### src/design/sacl_pkg.sv
// shared constants and types for the set-associative lru tag store
`timescale 1ns / 1ps
`default_nettype none

package sacl_pkg;

   // default geometry
   localparam int DEF_WAYS = 4;
   localparam int DEF_SETS = 1024;

   // field widths
   localparam int ADDR_W       = 31;
   localparam int SUM_W        = 32;
   localparam int BLOCK_BITS_W = 5;
   localparam int OFFSET_W     = 10;
   localparam int COUNT_W      = 32;
   localparam int WAY_OUT_W    = 2;
   localparam int CSR_INDEX_W  = 1;
   localparam int CSR_DATA_W   = 10;

   // register reset values and limits
   localparam logic [BLOCK_BITS_W-1:0] BLOCK_BITS_RESET = 5'd12;
   localparam logic [OFFSET_W-1:0]     OFFSET_RESET     = '0;
   localparam logic [COUNT_W-1:0]      COUNT_MAX        = '1;

   // register indexes
   localparam logic [CSR_INDEX_W-1:0] CSR_BLOCK_BITS  = 1'b0;
   localparam logic [CSR_INDEX_W-1:0] CSR_ADDR_OFFSET = 1'b1;

   // control states
   typedef enum logic {
      ST_CLEAR,
      ST_RUN
   } state_type;

endpackage

`default_nettype wire

### src/design/sacl_lookup.sv
// tag compare, victim choice and lru rank update for one set
`timescale 1ns / 1ps
`default_nettype none

module sacl_lookup
   import sacl_pkg::*;
#(
   parameter int WAYS   = DEF_WAYS,
   parameter int TAG_W  = 22,
   parameter int RANK_W = 2,
   parameter int WAY_W  = 2
) (
   input  wire logic [WAYS-1:0]             rd_valid,
   input  wire logic [WAYS-1:0][RANK_W-1:0] rd_rank,
   input  wire logic [WAYS-1:0][TAG_W-1:0]  rd_tag,
   input  wire logic [TAG_W-1:0]            tag,
   output      logic                        hit,
   output      logic [WAY_W-1:0]            way,
   output      logic [WAYS-1:0]             wr_valid,
   output      logic [WAYS-1:0][RANK_W-1:0] wr_rank,
   output      logic [WAYS-1:0][TAG_W-1:0]  wr_tag
);

   logic [WAY_W-1:0]  hit_way;
   logic [WAY_W-1:0]  inv_way;
   logic [WAY_W-1:0]  lru_way;
   logic              any_inv;
   logic [RANK_W-1:0] old_rank;

   // priority searches, lowest way wins
   always_comb begin
      hit     = 1'b0;
      any_inv = 1'b0;
      hit_way = '0;
      inv_way = '0;
      lru_way = '0;
      for (int i = WAYS - 1; i >= 0; i--) begin
         if (rd_valid[i] && (rd_tag[i] == tag)) begin
            hit     = 1'b1;
            hit_way = WAY_W'(i);
         end
         if (!rd_valid[i]) begin
            any_inv = 1'b1;
            inv_way = WAY_W'(i);
         end
         if (rd_rank[i] == '0) begin
            lru_way = WAY_W'(i);
         end
      end
   end

   // way used: hit way, else first free way, else least recent
   always_comb begin
      if (hit) begin
         way = hit_way;
      end else if (any_inv) begin
         way = inv_way;
      end else begin
         way = lru_way;
      end
   end

   // promote chosen way to most recent, fill on miss
   always_comb begin
      old_rank = rd_rank[way];
      wr_valid = rd_valid;
      wr_tag   = rd_tag;
      for (int i = 0; i < WAYS; i++) begin
         if (rd_rank[i] > old_rank) begin
            wr_rank[i] = rd_rank[i] - RANK_W'(1);
         end else begin
            wr_rank[i] = rd_rank[i];
         end
      end
      wr_rank[way] = RANK_W'(WAYS - 1);
      if (!hit) begin
         wr_tag[way]   = tag;
         wr_valid[way] = 1'b1;
      end
   end

endmodule

`default_nettype wire
### config.mk
export PLATFORM = sky130hd
export DESIGN_NAME = sacl_lookup
export DESIGN_NICKNAME = d
export VERILOG_FILES = /design/src/design/sacl_pkg.sv /design/src/design/sacl_lookup.sv
export SDC_FILE = /design/constraint.sdc
export NUM_CORES = 1
export LEC_CHECK = 0
export BUFFER_PORTS_ARGS = -buffer_cell sky130_fd_sc_hd__buf_2
export CORE_UTILIZATION = 25
export DETAILED_ROUTE_END_ITERATION = 16
export SYNTH_ARGS = -nofsm -noshare
export SYNTH_HDL_FRONTEND = slang
export SYNTH_SLANG_ARGS = --single-unit
### constraint.sdc
create_clock -name vclk -period 8.3
set_input_delay 1.66 -clock vclk [all_inputs]
set_output_delay 1.66 -clock vclk [all_outputs]
set_load 0.005 [all_outputs]
==> results.cfg <==
[timing]
setup_viol = 0
max_freq_mhz = 147
rsz0062_at_grt = false
min_period_ns = 6.80
drv_slew = 0
worst_pin_slew_ns = 0.874
timing.slew.headroom_pct = 41.5
setup_ws_ns = 1.50
setup_tns_ns = 0
finalHoldViolations = 0
timing.hold.ws_ns = 3.64
min_period_over_period_pct = 81.9

[critical_path]
cp_top_family = simple AND/OR/NAND/NOR gates
cp.arrival_ns = 5.14
crit_path_max_incr_delay_ns = 0.61
crit_chain = buf_2 > xor2_1 > nor4_1 > nand2_1 > or4_4 > a41oi_1 > nor3_1 > a221o_1 > ha_1 > nor2b_1 > o21ai_0 > nor2_1 > a21oi_1 > o21ai_0 > buf_2
end_kind = output pin
crit_fanout = 8
crit_start = tag[20]
cp-start-kind = input pin
path_buf_inv = 2
crit_slowest_cell = or4_4
path_class = in -> out
required_ns = 6.64

[logic_synthesis]
synth.distinct_cells = 49
ys_top_cells_by_area = mux2_4, xor2_1, xnor2_1, mux2_2, ha_1
yosysSeqAreaShare_pct = 0
syn_area_um2 = 3390
synth_area_leader_cell = mux2_4
yosys_warnings = 0
syn_inst = 369
synth_commonest_cells = mux2_4, xor2_1, xnor2_1, mux2_2, nor4_1
yosysTopAreaCellShare_pct = 25.7
syn_nets = 503
synth_most_common_cell = mux2_4
avgSynthCellArea_um2 = 9.19

[place]
hpwl_mm = 12.0
dpl_cell_area_um2 = 4530
place_congestion = 0.904
dp_slack_ns = 1.53
io_buffers = 225

[finish]
n_sequential_cell = 0
n_antenna_cell = 0
postLayoutCellArea_um2 = 4530
fin_nets = 704
area_growth_syn_to_layout_pct = 33.6
ff_latch_area_um2 = 0
nClkBuffers = 0
drive_gt1_share_pct = 58.5

[die]
die_area_um2 = 14000
ioPinCount = 225
num_rows = 42
core_region_area_um2 = 13200
start_util_pct = 25.6
fp.dieH_um = 118
fp.dieW_um = 118

[routing]
drc = 0
viasPerCell = 4.77
drt_first_pass_iters = 4
drt_iter0_drc = 158
vias = 3552
antenna_left = 0
routed_wl_mm = 13.8
wire_per_inst_um = 18.6

[global_routing]
grt_pass1_wl_mm = 20.7
grt_overflow = 0
grt_max_degree = 24
antenna_found_initial = 0
grt_pass1_vias = 3514
track_usage_pct = 19.1

[clock_tree]
ctsResizeCount = 0
cts_setup_buffers = 0
hold_buffers = 0

[power_and_ir_drop]
p_total_mw = 0.301
power.density_nw_per_um2 = 66.5
power.leakage_nw = 2.17
peakVddDrop_uv = 26.5

[status]
status = completed

[min_path]
hp-class = in -> out
hold_path.startpoint = rd_tag[11]

[run]
drv_cap = 0
where the power goes:
| part | total [mW] | leakage, nW | switching, mW | internal (mW) |
|---|---|---|---|---|
| Clock | 0 | 0 | 0 | 0 |
| Combinational | 0.301 | 2.17 | 0.150 | 0.152 |
| Sequential | 0 | 0 | 0 | 0 |
final timing paths:
kind,end,depth (start not counted)
min,wr_tag[11],3
max,wr_rank[3],15
tightest hold or removal path: cells and delay by family:
kind / cells / cell delay [ns]
buf+inv: 2 / 0.19
mux: 1 / 0.13
per-stage QoR:
step	instances	utilization [%]
floorplan	369	-
global placement	744	34.2
detailed placement	744	34.2
CTS	744	34.2
global route	744	34.2
finish	744	34.2
cells by family after synthesis:
kind of cell	count (synthesis)	synth area share (%)
simple gates	111	21.8
fa+ha+maj	12	4.43
buf+inv	40	8.08
mux	89	35.9
xor+xnor	94	24.5
compound gates	23	5.20
cell type report:
type	count	area [um^2]
inverter	10	37.5
fill	1472	8710
tap	176	220
timing repair buffer	229	1160
multi-input combinational	329	3120
cells in the final DEF, fill, tap and decap left out, types with 2 or more instances in the layout:
cell type / synthesis / routed
buf_2: 15 / 225
mux2_4: 58 / 58
nand4b_1: 5 / 5
nor3_4: 3 / 3
inv_1: 10 / 10
nor4_4: 2 / 2
nand4_1: 12 / 12
or3b_1: 4 / 4
buf_4: 2 / 4
or2_2: 3 / 3
nor3_1: 3 / 3
xnor2_1: 42 / 42
o211ai_1: 3 / 3
mux2_2: 29 / 29
nor2b_1: 8 / 8
and3_1: 2 / 2
nand3_1: 9 / 9
ha_1: 12 / 12
xor2_1: 51 / 51
nand2_1: 20 / 20
o21ai_0: 7 / 7
nand2b_1: 4 / 4
nor2_1: 5 / 5
a21oi_1: 2 / 2
nor4_1: 22 / 22
per-layer routing:
metal,up-vias,track usage [%],part of all wire (%)
li1,1734,-,-
met1,1650,25.3,44
met2,156,34.7,49
met3,12,1.40,5.5
met4,0,1.58,0.93
met5,-,0,0
No activity file was read; power rests on OpenSTA's default activity.
